==> config.mk <==
export PLATFORM = sky130hd
export DESIGN_NAME = tvs_front
export DESIGN_NICKNAME = d
export VERILOG_FILES = /design/src/tvs_pkg.sv /design/src/tvs_front.sv
export SDC_FILE = /design/constraint.sdc
export NUM_CORES = 1
export LEC_CHECK = 0
export ABC_AREA = 1
export BUFFER_PORTS_ARGS = -buffer_cell sky130_fd_sc_hd__buf_2
export CORE_UTILIZATION = 37
export CTS_CLUSTER_DIAMETER = 120
export DETAILED_ROUTE_END_ITERATION = 8
export GPL_TIMING_DRIVEN = 1
export PLACE_DENSITY = 0.86
export SLEW_MARGIN = 25
export SYNTH_ARGS = -nofsm -noshare
export SYNTH_HDL_FRONTEND = slang
export SYNTH_SLANG_ARGS = --single-unit
==> constraint.sdc <==
create_clock -name clk -period 1.35 [get_ports clk]
set_input_delay 0.135 -clock clk [delete_from_list [all_inputs] [get_ports clk]]
set_output_delay 0.135 -clock clk [all_outputs]
set_load 0.03 [all_outputs]
==> src/tvs_pkg.sv <==
// ----------------------------------------------------------------------------
// tvs_pkg
// Shared types and constants for the triangle violation scanner: word
// layouts, operation and form codes, fixed-point thresholds.
// ----------------------------------------------------------------------------
package tvs_pkg;

  // field widths fixed by the word layouts
  localparam int NODE_W  = 6;
  localparam int VALUE_W = 9;
  localparam int FORM_W  = 2;
  localparam int CFG_W   = 7;
  localparam int SUM_W   = 11;

  // operation codes
  localparam logic OP_WRITE = 1'b0;
  localparam logic OP_CHECK = 1'b1;

  // inequality form codes
  localparam logic [FORM_W-1:0] FORM_IJ_IK = 2'd0;  // ij+ik-jk<=1
  localparam logic [FORM_W-1:0] FORM_IJ_JK = 2'd1;  // ij-ik+jk<=1
  localparam logic [FORM_W-1:0] FORM_IK_JK = 2'd2;  // -ij+ik+jk<=1

  // fixed-point thresholds, 256 = 1.0
  localparam logic [VALUE_W-1:0] EDGE_HIGH_MIN = 9'd231;   // at or above 0.9
  localparam logic [SUM_W-1:0]   SUM_LOW       = 11'd384; // 1.5
  localparam logic [SUM_W-1:0]   SUM_HIGH      = 11'd640; // 2.5

  // node count register reset value
  localparam logic [CFG_W-1:0] NODE_COUNT_RESET = 7'd32;

  // command queue between front and back
  localparam int QDEPTH = 4;
  localparam int QPTR_W = 2;

  // input word
  typedef struct packed {
    logic               operation;
    logic [NODE_W-1:0]  row_node;
    logic [NODE_W-1:0]  col_node;
    logic [VALUE_W-1:0] edge_value;
  } item_t;

  // result word
  typedef struct packed {
    logic              found;
    logic [NODE_W-1:0] pair_row;
    logic [NODE_W-1:0] pair_col;
    logic [NODE_W-1:0] third_node;
    logic [FORM_W-1:0] inequality_form;
    logic              last;
  } result_t;

endpackage

==> src/tvs_front.sv <==
// ----------------------------------------------------------------------------
// tvs_front
// Holds the node count register, accepts input words and drops those with
// an index out of range or an unordered pair; the rest go to the queue.
// ----------------------------------------------------------------------------
module tvs_front
  import tvs_pkg::*;
#(
  parameter int MAX_NODES = 32
) (
  input  logic             clk,
  input  logic             rst,
  input  logic             in_valid,
  output logic             in_stall,
  input  item_t            in_data,
  input  logic             cfg_valid,
  output logic             cfg_ready,
  input  logic [CFG_W-1:0] cfg_data,
  input  logic             q_full,
  output logic             push,
  output item_t            push_data
);

  logic [CFG_W-1:0] node_count;
  logic [CFG_W-1:0] node_limit;
  logic             in_range;

  // node count register
  assign cfg_ready = 1'b1;

  always_ff @(posedge clk) begin
    if (rst) begin
      node_count <= NODE_COUNT_RESET;
    end else if (cfg_valid && cfg_ready) begin
      node_count <= cfg_data;
    end
  end

  // effective limit is the smaller of register and build size
  assign node_limit = (node_count < CFG_W'(MAX_NODES)) ? node_count : CFG_W'(MAX_NODES);

  // classify the incoming word
  assign in_range = (CFG_W'(in_data.row_node) < node_limit)
                 && (CFG_W'(in_data.col_node) < node_limit)
                 && (in_data.col_node < in_data.row_node);

  assign in_stall  = q_full;
  assign push      = in_valid && !in_stall && in_range;
  assign push_data = in_data;

endmodule

# [Yosys cells after proc, flatten, opt, wreduce, memory -nomap -nowiden]
# Index checks and enable logic that the tools add are counted.
[op_classes] order_cmp=4 mux=1 reduce_logical=5
[ops] cell="6-bit by 7-bit < comparator with 1-bit output" n=2
[ops] cell="7-bit by 6-bit < comparator with 1-bit output, second input constant" n=1
[ops] cell="7-bit two-way mux" n=1
[ops] cell="6-bit < comparator" n=1
[ops] cell="1-bit logical AND" n=4
[ops] cell="1-bit zero test" n=1
[totals] ff_bits=7 output_inout_bits=25

# [Depth between registers and ports, before layout]
[depth] ltp_word=6 mapped_depth=10 ltp_nobuf=10

# [Worst setup path after synthesis]
# OpenSTA, ideal clock, no wires.
[synth_path] path_type="reg-to-output" from="register node_count[6]" to="output push" arrival_ps=1592 t_required_ps=1215 path_slack_ps=-377 stages_incl_launch_ff=9 cell_sequence="dfxtp_1 -> nor2_4 -> nand2_1 -> ha_1 -> nand3_1 -> nand3_1 -> nor2_2 -> nand3_1 -> nor2_1"
[synth_via] elab_chain_cells=6
[synth_lines] item="from (decl)" line_no="tvs_front.sv:24" text="logic [CFG_W-1:0] node_count;"
[synth_lines] item="from (signal assigned)" line_no="tvs_front.sv:35" text="node_count <= cfg_data;"
[synth_lines] item="7-bit by 6-bit < comparator with 1-bit output" line_no="tvs_front.sv:40" text="assign node_limit = (node_count < CFG_W'(MAX_NODES)) ? node_count : CFG_W'(MAX_NODES);"
[synth_lines] item="7-bit two-way mux *" line_no="tvs_front.sv:40"
[synth_lines] item="6-bit by 7-bit < comparator with 1-bit output, on equally long branches" line_no="tvs_front.sv:43, tvs_front.sv:44"
[synth_lines] item="1-bit logical AND *" line_no="tvs_front.sv:44" text="&& (CFG_W'(in_data.col_node) < node_limit)"
[synth_lines] item="1-bit logical AND *" line_no="tvs_front.sv:45" text="&& (in_data.col_node < in_data.row_node);"
[synth_lines] item="1-bit logical AND *" line_no="tvs_front.sv:48" text="assign push = in_valid && !in_stall && in_range;"
[synth_lines] item="to (decl)" line_no="tvs_front.sv:20" text="output logic push,"
# Mark *: on every way between the ends. The rest lies on a longest branch, timed or not.

# [Final worst setup path]
[layout_path] from="register node_count[5]" to="output push"
# The elaborated chain is that of the path after synthesis.

==> impl_metrics.ini <==
[synthesis]
synth_area_leaders = ha_1 22%, buf_4 21%, dfxtp_1 17%
avgSynthCellArea_sq_um = 6.89
yosys_warnings = 0
async_reset_ff_share_pct = 0
syn_nets = 171
ys_seq_area_share_pct = 16.7
yosysTopAreaCell = ha_1
synthTopCellsByCount = 24 x buf_4, 20 x nand2_1, 15 x ha_1, 15 x nor2_1, 12 x inv_1
synth_edf_count = 0
synth_ff_type = dfxtp_1
mappedNetlistArea_sq_um = 841
yosys.area.top_type_share_pct = 22.3
synth-seq-cells = 7
synth_cells = 122
yosysUniqueCellTypes = 19
yosysMostFrequentCell = buf_4

[hold_path]
hp-start = cfg_data[5]
min_path_type = in -> reg

[floorplan]
io_pins = 59
rows = 16
die_h_microns = 49.7
die-area_sq_um = 2470
initial_core_util_pct = 41.2
die_width_microns = 49.7
coreArea_sq_um = 2040

[placed_design]
gp_congestion = 0.751
pre_cts_slack_ns = -0.390
dp.cells = 169
io_buffers = 37
dpl.hpwl_microns = 1400

[setup_path]
critical_path.max_stage_delay_ns = 0.33
path_delay_family = compound AO/OA/AOI/OAI gates
path_common_cell = nor2_4
crit_required_ns = 1.22
cp.arrival_ns = 1.80
cp_max_fo = 7
startpoint = node_count[5]
path_class = reg -> out
crit_slowest_cell = dfxtp_2
critPathBufInv = 2
worstPathCellList = nor2_4 -> buf_12 -> nand2_4 -> ha_1 -> a21oi_1 -> a21oi_2 -> nor2_4 -> buf_6
critPathCaptureType = primary output
start_kind = flop
r2r-start = node_count[5]

[clock_network]
htree_levels = 1
insertion_delay_ns = 0.25
cts_sinks = 7
cts_inserted_buffers = 3
cts_tree = yes
cts.reportedPaths.clkPinSlew_ns = 0.05
root_buffer = clkbuf_4
clockBufferDepth = 2

[timing]
max_freq_ghz = 0.518
maxSlewViolCount = 0
setup_ws_ns = -0.581
clock_skew_ns = 0
whs_ns = 0.0945
final_hold_viol_count = 0
rsz0062_at_grt = true
min_period_ns = 1.93
period_share_pct = 143
setup-violations-final = 1
tns_ns = -0.581

[routing]
drcViolationCount = 0
ant_nets = 0
via_count = 828
via_per_inst = 4.70
drt-pass1-iter-count = 4
drtIter0Drc = 18
routedWlPerCell_microns = 11.8
wl_microns = 2080

[cells_and_area]
largest_reg_flops = 7
synthToLayoutAreaGrowth_pct = 40.2
top_regs = node_count x7
diodes = 0
final_cells = 176
top_register = node_count
drive_above_1_share_pct = 53.7
fin_nets = 199

[global_route]
grt_pass1_wl_microns = 3330
grt_max_degree = 9
grt_util_all_layers_pct = 17.5
grt_overflow = 0
antenna_found_initial = 0
grt_pass1_vias = 807

[pwr]
power_density_nw_per_um2 = 663
p_leak_uw = 0.000598
ir_drop_mv = 0.453

[flow_run]
max_cap_viol_count = 0

[outcome]
violations = setup timing
status = complete, but fails checks
[cells by family after synthesis]
| kind of cell | synth area share [%] |
|---|---|
| compound gates | 6.84 |
| fa+ha+maj | 22.3 |
| other cells | 0.446 |
| buf+inv | 28.1 |
| simple gates | 25.6 |
| flops | 16.7 |
[final timing paths]
| path | to | slack, ns | depth (start not counted) |
|---|---|---|---|
| max | push | -0.58 | 8 |
| min | node_count[5] | 0.09 | 3 |
| max reg2reg | node_count[5] | 0.67 | 3 |
| min reg2reg | node_count[3] | 0.54 | 2 |
[per-layer routing]
metal / GRT usage, % / wire, microns / vias up
met4: 9.05 / 21 / 0
li1: - / - / 420
met5: 0 / 0 / -
met3: 2.16 / 143 / 2
met1: 19.0 / 832 / 363
met2: 32.7 / 1080 / 43
[layout make-up]
class	instances	area (sq um)
clock buffers	4	26.3
fillers	196	863
inverters	15	56.3
multi-input cells	76	641
flip-flops and latches	7	143
well taps	27	33.8
repair buffers	47	279
[power breakdown]
group / total (uW) / leakage, uW / switching (uW) / internal (uW)
clock network: 188 / 0.0000150 / 75.0 / 113
registers: 237 / 0.0000583 / 14.2 / 223
logic: 356 / 0.000525 / 196 / 160
[repair_timing]
item,4_1_cts,5_1_grt
endpoints found under the setup margin,1,1
gates resized for setup,21,8
setup buffers,1,2
pin swaps,9,10
hold buffers,0,0
[placed cells by master, fill, tap and decap left out]
| master | netlist | layout |
|---|---|---|
| buf_12 | 0 | 1 |
| nand2_8 | 0 | 1 |
| clkbuf_4 | 0 | 3 |
| nand3_1 | 9 | 3 |
| nand2_2 | 0 | 3 |
| conb_1 | 1 | 1 |
| nor2_1 | 15 | 14 |
| ha_2 | 0 | 1 |
| o21ai_0 | 6 | 6 |
| a21oi_1 | 3 | 1 |
| inv_1 | 12 | 12 |
| nor2_4 | 1 | 3 |
| nand3_2 | 1 | 7 |
| nand2_4 | 0 | 1 |
| ha_4 | 0 | 7 |
| a21boi_0 | 1 | 1 |
| ha_1 | 15 | 7 |
| a21oi_2 | 0 | 2 |
| clkbuf_1 | 0 | 1 |
| o21ai_1 | 1 | 1 |
| buf_4 | 24 | 9 |
| nand2_1 | 20 | 15 |
| dfxtp_2 | 0 | 2 |
| buf_2 | 0 | 36 |
| and3_1 | 1 | 1 |
| dfxtp_1 | 7 | 5 |
| inv_2 | 2 | 2 |
| nor3_2 | 0 | 1 |
| clkinv_1 | 1 | 1 |
| buf_6 | 0 | 1 |
[stage by stage]
| step | area (sq um) | power [uW] | util [%] |
|---|---|---|---|
| final | 1180 | 781 | 57.7 |
| after global routing | 1180 | 843 | 57.7 |
| after CTS | 1130 | 754 | 55.2 |
| after detailed placement | 945 | 503 | 46.3 |
| after global placement | 945 | 499 | 46.3 |
| after floorplan | 853 | 480 | - |
[worst reg2reg max path, cell delays in order (launching register included)]
cell	delay, ns
dfxtp_2	0.33
buf_4	0.13
nand2_1	0.06
nand3_1	0.06
No activity file was read; power rests on OpenSTA's default activity.
