===== src/tvs_pkg.sv =====
// ----------------------------------------------------------------------------
// tvs_pkg
// Shared types and constants for the triangle violation scanner: word
// layouts, operation and form codes, fixed-point thresholds.
// ----------------------------------------------------------------------------
package tvs_pkg;

  // field widths fixed by the word layouts
  localparam int NODE_W  = 6;
  localparam int VALUE_W = 9;
  localparam int FORM_W  = 2;
  localparam int CFG_W   = 7;
  localparam int SUM_W   = 11;

  // operation codes
  localparam logic OP_WRITE = 1'b0;
  localparam logic OP_CHECK = 1'b1;

  // inequality form codes
  localparam logic [FORM_W-1:0] FORM_IJ_IK = 2'd0;  // ij+ik-jk<=1
  localparam logic [FORM_W-1:0] FORM_IJ_JK = 2'd1;  // ij-ik+jk<=1
  localparam logic [FORM_W-1:0] FORM_IK_JK = 2'd2;  // -ij+ik+jk<=1

  // fixed-point thresholds, 256 = 1.0
  localparam logic [VALUE_W-1:0] EDGE_HIGH_MIN = 9'd231;   // at or above 0.9
  localparam logic [SUM_W-1:0]   SUM_LOW       = 11'd384; // 1.5
  localparam logic [SUM_W-1:0]   SUM_HIGH      = 11'd640; // 2.5

  // node count register reset value
  localparam logic [CFG_W-1:0] NODE_COUNT_RESET = 7'd32;

  // command queue between front and back
  localparam int QDEPTH = 4;
  localparam int QPTR_W = 2;

  // input word
  typedef struct packed {
    logic               operation;
    logic [NODE_W-1:0]  row_node;
    logic [NODE_W-1:0]  col_node;
    logic [VALUE_W-1:0] edge_value;
  } item_t;

  // result word
  typedef struct packed {
    logic              found;
    logic [NODE_W-1:0] pair_row;
    logic [NODE_W-1:0] pair_col;
    logic [NODE_W-1:0] third_node;
    logic [FORM_W-1:0] inequality_form;
    logic              last;
  } result_t;

endpackage


===== src/tvs_queue.sv =====
// ----------------------------------------------------------------------------
// tvs_queue
// Short command queue that decouples the front from the back.
// ----------------------------------------------------------------------------
module tvs_queue
  import tvs_pkg::*;
(
  input  logic  clk,
  input  logic  rst,
  input  logic  push,
  input  item_t push_data,
  input  logic  pop,
  output item_t head,
  output logic  empty,
  output logic  full
);

  item_t              slots [QDEPTH];
  logic [QPTR_W-1:0]  wr_ptr;
  logic [QPTR_W-1:0]  rd_ptr;
  logic [QPTR_W:0]    count;

  assign empty = (count == '0);
  assign full  = (count == (QPTR_W+1)'(QDEPTH));
  assign head  = slots[rd_ptr];

  // storage
  always_ff @(posedge clk) begin
    if (push) begin
      slots[wr_ptr] <= push_data;
    end
  end

  // pointers and fill count
  always_ff @(posedge clk) begin
    if (rst) begin
      wr_ptr <= '0;
      rd_ptr <= '0;
      count  <= '0;
    end else begin
      if (push) wr_ptr <= wr_ptr + 1'b1;
      if (pop)  rd_ptr <= rd_ptr + 1'b1;
      if (push && !pop) begin
        count <= count + 1'b1;
      end else if (pop && !push) begin
        count <= count - 1'b1;
      end
    end
  end

endmodule


===== config.mk =====
export PLATFORM = sky130hd
export DESIGN_NAME = tvs_queue
export DESIGN_NICKNAME = d
export VERILOG_FILES = /design/src/tvs_pkg.sv /design/src/tvs_queue.sv
export SDC_FILE = /design/constraint.sdc
export NUM_CORES = 1
export LEC_CHECK = 0
export ABC_AREA = 1
export BUFFER_PORTS_ARGS = -buffer_cell sky130_fd_sc_hd__buf_2
export CAP_MARGIN = 20
export CORE_MARGIN = 2
export CORE_UTILIZATION = 35
export DETAILED_ROUTE_END_ITERATION = 16
export REMOVE_ABC_BUFFERS = 1
export SKIP_CTS_REPAIR_TIMING = 1
export SYNTH_ARGS = -nofsm -noshare
export SYNTH_HDL_FRONTEND = slang
export SYNTH_SLANG_ARGS = --single-unit

===== constraint.sdc =====
create_clock -name clk -period 1.3 [get_ports clk]
set_input_delay 0.065 -clock clk [delete_from_list [all_inputs] [get_ports clk]]
set_output_delay 0.065 -clock clk [all_outputs]
set_load 0.02 [all_outputs]

Word-level counts from Yosys, hierarchy flattened
Memories as Yosys holds them, arrays and structs flattened. A register that Yosys moved wholly into a read port is not among the register bits.
Cells that the tools add are included.
{"block": "word_totals", "reg_bits": 7, "mem_bits_rw": 88, "in_bits": 26, "out_inout_bits": 24, "wordCells": 21, "n_memories": 1}
{"block": "classes", "n_addsub": 4, "eq_ne": 1, "muxes": 6, "reduce_logical": 6}
{"memory": "slots", "words": 4, "word_bits": 22, "read_ports": 1, "rd_ports_with_merged_regs": 1, "write_ports": 1, "line_no": "tvs_queue.sv:18", "text": "item_t slots [QDEPTH];"}
{"op": "$mux 3", "count": 2}
{"op": "$add 2x1->2 const B", "count": 2}
{"op": "$mux 2", "count": 2}
{"op": "$add 3x1->3 const B", "count": 1}
{"op": "$eq 3x3->1 const B", "count": 1}
{"op": "$logic_not 3->1", "count": 1}
{"op": "$sub 3x1->3 const B", "count": 1}
{"op": "$logic_and 1x1->1", "count": 2}
{"op": "$logic_not 1->1", "count": 2}
{"op": "$mux 1", "count": 2}
{"op": "$reduce_bool 2->1", "count": 1}

Logic depth before layout (Yosys ltp)
Gate-level depths: netlist (run 1).
{"block": "logic_depth", "ltp_word": 4, "mapped_depth": 10, "mapped_depth_nobuf": 10}

Worst setup path after synthesis (run 1)
Ideal clock, no wire load.
{"block": "synth_timing", "kind": "reg-to-reg", "from": "register wr_ptr[0]", "to": "memory slots[2][0] (netlist bit) (enable)", "setup_time_ns": 0.377, "arrival_time_ns": 1.031, "t_required_ns": 0.923, "slack_ns": -0.108, "stages_incl_launch_ff": 5, "n_path_buf": 0, "period_less_slack_ns": 1.408, "cell_sequence": "dfxtp_1 > inv_1 > ha_1 > nand2_1 > inv_1"}
{"item": "from (decl)", "line_no": "tvs_queue.sv:19", "text": "logic [QPTR_W-1:0] wr_ptr;"}
{"item": "from (signal assigned)", "line_no": "tvs_queue.sv:41", "text": "if (push) wr_ptr <= wr_ptr + 1'b1;"}
{"item": "to (decl)", "line_no": "tvs_queue.sv:18"}
No word-level cell before the write port.

==> results.txt, run 1 <==
- The run finished, with violations left.
- Failing checks: negative setup slack
- Area inside the core boundary: 10400 um^2
- The final layout contains routed wiring with a total length of 8020 um.
- Vias post-DR: approximately 2400
- Initial Utilization: 36.1%
- ANT nets after route: 0
- After routing, the total negative slack on setup checks comes to -4.46 ns.
- Tightest Pin Transition: roughly 0.26 ns
- Area taken by flip-flops and latches: about 2800 um^2
- Counting flops with a built-in enable in the synthesized netlist gives 88.
- Largest area contributor in the synthesized netlist: sky130_fd_sc_hd__edfxtp_1
* Predominant post-synthesis flop cell: sky130_fd_sc_hd__edfxtp_1
* Uppermost layer routed: met4
* Growth of design area from synthesis to finish: 35.0%
- Of the synthesized area, sequential elements account for 75.5%.
* Starting DRT DRC Count: around 120
- Root buf cell: sky130_fd_sc_hd__clkbuf_8
- The layout has 935 filler cells.
* Horiz. Die Dim: 107 um
- Start-to-end type of the worst setup path: reg2out
- Summing all multi-input logic gate instances after layout gives between 800 and 900 um^2.
- PortBufs: 49
* Residual overflow from global routing: 0
* Proportion of netlist area held by the largest area contributor: 70.7%
- Post-layout nets: around 400
- Internal Power: 0.00472 W
* Max Cap Viol: 0
- For this run, design rule violations remaining after detail routing come to 0.
- The worst path uses 119% of the clock period.
- Clock-pin slew was measured on the worst setup and hold paths at about 0.090 ns.
- Shortest period the worst path allows: about 1.6 ns
- Buffer depth of the longest clock path: 2
- Portion of total power attributed to the clock network: 25.4%
- Synthesis instantiated 20 different standard cells from the library.
* Inserted Diodes: 0
- Average instance area after synthesis: roughly 14 um^2
- The worst pin sits at a relative slew slack of slightly above 80%.
* Routability cong.: approximately 0.7
- The floorplan has 37 rows.
* Lkg Pwr: approximately 1.9 nW
- Fraction of registers with async set or reset after synthesis: 0%
- The number of failing hold endpoints at the final stage came to 0.
- Before antenna repair, the detailed router went through 4 iterations.
- P per Cell Area: between 1000 and 1500 nW/um^2
* Detailed-route wire length on metal 1: about 3500 um
- The first global-routing pass estimated around 11000 um of wire.
- Crit path setup slack, layout: -0.252 ns
- I/O pin count: 50
- Combinational cells account for between 10% and 20% of the total power.
* Buffers and inverters on the worst path: 3
- Walking the worst path, the cells encountered are buf_12, buf_8, o21ai_0, o22ai_1, buf_4.
- Number of standard cells after synthesis: 271
- Of the total power, the share spent switching nets is around 26%.
* Stage delay of the slowest cell on the critical path: ~0.39 ns
- On the final layout, the worst clock skew is 0.00580 ns.
- Drt via density: around 4.8
* RSZ-0062 raised after global routing: yes
- The floorplan step defined a die boundary enclosing between 10000 and 15000 um^2.
- The largest individual stage delay along the critical path comes from the cell sky130_fd_sc_hd__dfxtp_4.
- Measured along the y axis, the die boundary spans ~110 um.
- Clock sinks: slightly below 100
- Vias in the first global route: around 2200
- Final number of setup-violating endpoints: 22
- Delay-heaviest family, CP: buffers and inverters
- Largest driver fanout on the critical path: 12
* Reg power frac: 56.9%
- For this run, the top clock speed supported by timing is 644 MHz.
* TritonCTS clock tree: done
- Total clock buffers created by CTS: 9
- Number of max-slew violations in the final report: 0
- Met3 Wirelength: ~340 um
* Number of antenna violations at the first check in global routing: 0
* Detail Placement HPWL: ~4600 um
* Minimum setup slack among reg-to-reg paths: 0.08 ns
* Layout Cell Area excl Fill: about 5000 um^2
- Entering global routing, the biggest net connects 25 pins.
* Post-synthesis register bit count: between 90 and 100
- Warnings from Yosys: 0
* Type of origin of the critical path: flop
- Detailed routing placed a total of around 4000 um of wire on met2.
- Synth Cell Area: ~3700 um^2
- Leading cell type by number of instances after synthesis: sky130_fd_sc_hd__edfxtp_1
* Most frequent cells after synthesis: 88 x sky130_fd_sc_hd__edfxtp_1, 50 x sky130_fd_sc_hd__nor2_1, 31 x sky130_fd_sc_hd__o21ai_0, 22 x sky130_fd_sc_hd__o22ai_1, 18 x sky130_fd_sc_hd__o21ai_1
- Overall routing resource usage: between 10% and 20%
- Peak supply drop: approximately 0.00057 V
* Kind of end point of the critical path: output pin
- Clock Latency Late Sink: roughly 0.34 ns
- Switching component of the power: 0.00162 W
* Worst EP required: roughly 1.2 ns
- Layout cell share with drive strength beyond 1: 32.9%
- OpenSTA, run right after detailed placement, puts the worst setup slack at 0.0190 ns.
- Worst path arrival time: 1.49 ns
- After detailed placement, the total cell area comes to ~4200 um^2.
- The tightest min-delay check is of the in2reg type.
- Wirelength per Cell: about 16 um
- The clock tree synthesis step divided the H-tree into 3 levels.
- Sorting the synthesized cells by area gives the leading types as sky130_fd_sc_hd__edfxtp_1 71%, sky130_fd_sc_hd__nor2_1 5.0%, sky130_fd_sc_hd__dfxtp_1 4.8%, sky130_fd_sc_hd__o21ai_0 4.1%, sky130_fd_sc_hd__o22ai_1 3.7%.
-- placed cells by master, fill, tap and decap left out, types with 2 or more instances in the layout --
| cell type | Yosys | final |
|---|---|---|
| sky130_fd_sc_hd__dfxtp_4 | 0 | 2 |
| sky130_fd_sc_hd__buf_12 | 0 | 7 |
| sky130_fd_sc_hd__o22ai_2 | 0 | 10 |
| sky130_fd_sc_hd__nand2_1 | 9 | 9 |
| sky130_fd_sc_hd__dfxtp_2 | 0 | 2 |
| sky130_fd_sc_hd__nor2_4 | 0 | 4 |
| sky130_fd_sc_hd__dfxtp_1 | 9 | 5 |
| sky130_fd_sc_hd__buf_4 | 2 | 21 |
| sky130_fd_sc_hd__nor3_1 | 2 | 2 |
| sky130_fd_sc_hd__o21ai_2 | 0 | 8 |
| sky130_fd_sc_hd__clkbuf_16 | 0 | 2 |
| sky130_fd_sc_hd__inv_1 | 15 | 13 |
| sky130_fd_sc_hd__buf_6 | 7 | 13 |
| sky130_fd_sc_hd__clkinv_8 | 0 | 2 |
| sky130_fd_sc_hd__a21oi_1 | 3 | 3 |
| sky130_fd_sc_hd__nor2_1 | 50 | 42 |
| sky130_fd_sc_hd__o21ai_1 | 18 | 20 |
| sky130_fd_sc_hd__nor2_2 | 0 | 4 |
| sky130_fd_sc_hd__dlygate4sd3_1 | 0 | 23 |
| sky130_fd_sc_hd__buf_2 | 4 | 27 |
| sky130_fd_sc_hd__clkinv_1 | 0 | 3 |
| sky130_fd_sc_hd__clkbuf_8 | 0 | 9 |
| sky130_fd_sc_hd__inv_2 | 1 | 2 |
| sky130_fd_sc_hd__o22ai_1 | 22 | 12 |
| sky130_fd_sc_hd__o21ai_0 | 31 | 20 |
| sky130_fd_sc_hd__ha_1 | 5 | 5 |
| sky130_fd_sc_hd__edfxtp_1 | 88 | 88 |
| sky130_fd_sc_hd__buf_8 | 0 | 3 |
-- per-stage QoR --
stage               total power (W)  util, %  hold WS, ns  instances
floorplan                   0.00411        -        0.137        258
global placement            0.00446     40.9        0.249        459
detailed placement          0.00448     40.9        0.253        459
CTS                         0.00608     42.3       -0.118        474
global route                0.00661     48.7       0.0943        507
finish                      0.00634     48.7       0.0696        507
-- worst paths after layout --
kind                                             start                     end  cells after the start
worst max-delay path                              flop                head[15]                      5
worst max register to register  wr_ptr[1]$_SDFFE_PP0P_   slots[0][9]$_DFFE_PP_                      5
worst min-delay path                               pop  rd_ptr[0]$_SDFFE_PP0P_                      3
worst min register to register  rd_ptr[1]$_SDFFE_PP0P_                    flop                      1
-- kinds of logic (layout without fill, tap and decap cells) --
kind of cell / after synthesis / count (layout) / synth area share (%)
buf+inv: 30 / 130 / 4.95
simple gates: 63 / 63 / 6.49
fa+ha+maj: 6 / 6 / 2.21
flops: 97 / 97 / 75.5
xor+xnor: 1 / 1 / 0.234
compound gates: 74 / 74 / 10.6
-- state kept, by name, summed over array words and instances, names as in the netlist, named ones only --
name / flops
slots: 88
count: 3
rd_ptr: 2
wr_ptr: 2
-- worst register-to-register path: cells and delay by family, from the launching register on --
kind / cells / cell delay, ns
and+or+nand+nor: 1 / 0.06
adders and majority gates: 1 / 0.14
DFF: 1 / 0.33
buffers and inverters: 3 / 0.41
-- power by group through the flow --
stage	Sequential (W)	Clock (W)	Combinational [W]
finish	0.00361	0.00161	0.00112
CTS	0.00361	0.00166	0.000809
floorplan	0.00368	0	0.000426
global route	0.00363	0.00177	0.00121
detailed placement	0.00368	0	0.000806
global placement	0.00367	0	0.000789
-- layout make-up --
class	instances	share of cell area (%)
tap	136	3.37
multi-input combinational	144	17.4
timing repair inverter	2	0.644
clock inverter	5	0.471
timing repair buffer	96	17.9
inverter	17	1.56
clock buffer	10	2.53
sequential	97	56.1
-- per-layer routing --
metal  track usage [%]  vias up
met2              21.4       52
met1              15.9     1194
met5                 0        -
met3              3.39        9
li1                  -     1178
met4              4.67        0
Note: power is estimated with default switching activity, not from simulation.
==> run 2, diff against run 1 <==
==> constraint.sdc (replaced) <==
create_clock -name clk -period 1.3 [get_ports clk]
set_input_delay 0 -clock clk [delete_from_list [all_inputs] [get_ports clk]]
set_output_delay 0 -clock clk [all_outputs]
set_load 0.02 [all_outputs]
==> results.txt, run 2 (synthesis gave the netlist of run 1 again) <==
- Status: finished, violations left
* Failing checks: negative hold slack, negative setup slack
- I/O pin count: 50
* Post-layout nets: ~400
* Peak supply drop: 0.000512 V
- CTS H-tree lvls: 3
* Worst hold path class: in2reg
* Worst EP required: between 1 and 1.5 ns
* First drt pass iteration count: 4
* Root buf cell: sky130_fd_sc_hd__clkbuf_8
- Row generation in the floorplan step produced 37 rows.
- Period utilisation layout: 113%
- The number of antenna violations at the first check in global routing was 0.
* Relative slew margins: around 84%
* RSZ-0062 raised after global routing: yes
- The count of nets left with antenna violations once routing finished came out at 0.
- Worst path arrival time: 1.47 ns
- TritonCTS clock tree: done
- Largest driver fanout on the critical path: 10
- Worst reg-to-reg path cell count: 7
- Max Clk Rate: between 600 and 700 MHz
- Hold slack: -0.0202 ns
- In the routed design, unresolved DRC markers number 0.
- Wirelength per Cell: around 16 um
* Clock sinks: 97
- Layout cell share with drive strength beyond 1: 32.4%
- At the end of the flow the core is filled with cells to around 49%.
* Type of origin of the critical path: flop
* Lkg Pwr: roughly 1.9 nW
- In this run, CTS created clock tree buffers numbering 9.
- Setup slack on the critical path of the routed design comes to -0.167 ns.
- Vias post-DR: between 2000 and 2500
- Growth of design area from synthesis to finish: 35.5%
- After clock tree synthesis, the clock-pin slew on the worst setup and hold paths is ~0.09 ns.
* Worst hold path cell count: 4
* Horiz. Die Dim: between 100 and 150 um
- Maximum number of pins on one net before global-route repair: 25
- Largest register FFs: 88
- For this configuration, the core starts out at a cell density of around 36%.
- Inserted Diodes: 0
* Drt via density: around 4.8
* Shortest period the worst path allows: approximately 1.5 ns
- In the final layout, the registers with the most flip-flops are slots (88), count (3).
- The number of pins exceeding their max-slew limit in the final report was 0.
- More flip-flops sit in one register than any other, and that register is slots.
- Drt total wl: between 8000 and 9000 um
- Commonest non-fill, non-tap cell in the layout: sky130_fd_sc_hd__edfxtp_1
- Max Cap Viol: 0
* Overall routing resource usage: between 10% and 20%
- Final Instance Count excl. Fillers: 506
- Leaving out fill and tap cells, the most frequent cells in the layout are 88 x sky130_fd_sc_hd__edfxtp_1, 42 x sky130_fd_sc_hd__nor2_1, 28 x sky130_fd_sc_hd__buf_2.
* Buffer depth of the longest clock path: 2
* Number of endpoints with negative hold slack in the final report: 2
- The count of buffers added on input and output ports is 49.
* First-pass GRT wire length: about 12000 um
- At the pin with the least slew margin, the transition time is approximately 0.24 ns.
- Dividing total power by cell area gives a power density of between 1000 and 1500 nW/um^2.
- Routability cong.: just under 0.7
- Placed cell count: between 400 and 500
- The die covers roughly 12000 um^2.
- The clock reaches the later pin of the worst-skew pair after between 0.3 and 0.4 ns.
* Area inside the core boundary: between 10000 and 15000 um^2
- Setup violations remaining at the end of the flow were counted as 22.
- Kind of end point of the critical path: output pin
* Total negative slack: -3.16 ns
* Residual overflow from global routing: 0
- DIE HEIGHT: about 110 um
* Start-to-end type of the worst setup path: reg2out
- Detailed placement finished with a half-perimeter wire length of about 4700 um.
* Vias in the first global route: around 2400
- The detailed router finished its first iteration with 150 violations.
- Clock skew on the completed layout was measured at between 0.005 and 0.006 ns.
==> run 2: path summary, 6_finish.rpt <==
| kind | start | end | slack (ns) |
|---|---|---|---|
| worst max-delay path | flop | head[16] | -0.17 |
| worst min-delay path | pop | flop | -0.02 |
| worst max register to register | count[0]$_SDFFE_PP0P_ | count[2]$_SDFFE_PP0P_ | 0.07 |
| worst min register to register | rd_ptr[1]$_SDFFE_PP0P_ | flop | 0.47 |
==> run 2: critical path: stages, from the launching register on <==
cell and delay, ns:
sky130_fd_sc_hd__dfxtp_4 0.37, sky130_fd_sc_hd__buf_8 0.13, sky130_fd_sc_hd__clkinv_8 0.08, sky130_fd_sc_hd__buf_6 0.15, sky130_fd_sc_hd__o21ai_1 0.13, sky130_fd_sc_hd__o22ai_1 0.09, sky130_fd_sc_hd__buf_4 0.16
==> run 2: report_power, final <==
part	switching [W]	leakage (nW)	internal [W]
logic	0.000595	0.896	0.000490
registers	0.0000603	0.884	0.00355
clock network	0.000990	0.0987	0.00106
total	0.00165	1.88	0.00510
==> run 2: metrics by stage <==
stage	cell area (um^2)	power, W	setup slack (ns)
floorplan	3630	0.00411	-0.309
CTS	4430	0.00652	-0.304
global route	5070	0.00702	-0.240
detailed placement	4220	0.00448	0.0535
finish	5070	0.00675	-0.167
global placement	4220	0.00446	0.0996
==> run 2: final cells by class <==
cell class / count / area (um^2)
Sequential cell: 97 / 2830
Fill cell: 905 / 5300
Timing Repair inverter: 1 / 8.76
Inverter: 17 / 78.8
Tap cell: 136 / 170
Timing Repair Buffer: 96 / 933
Multi-Input combinational cell: 144 / 838
Clock buffer: 9 / 124
Clock inverter: 6 / 83.8
==> run 2: per-layer routing <==
layer | GRT usage [%] | wire length, um
met1 | 17.5 | 3910
met2 | 21.6 | 3770
met3 | 2.97 | 318
met4 | 5.77 | 109
met5 | 0 | 0
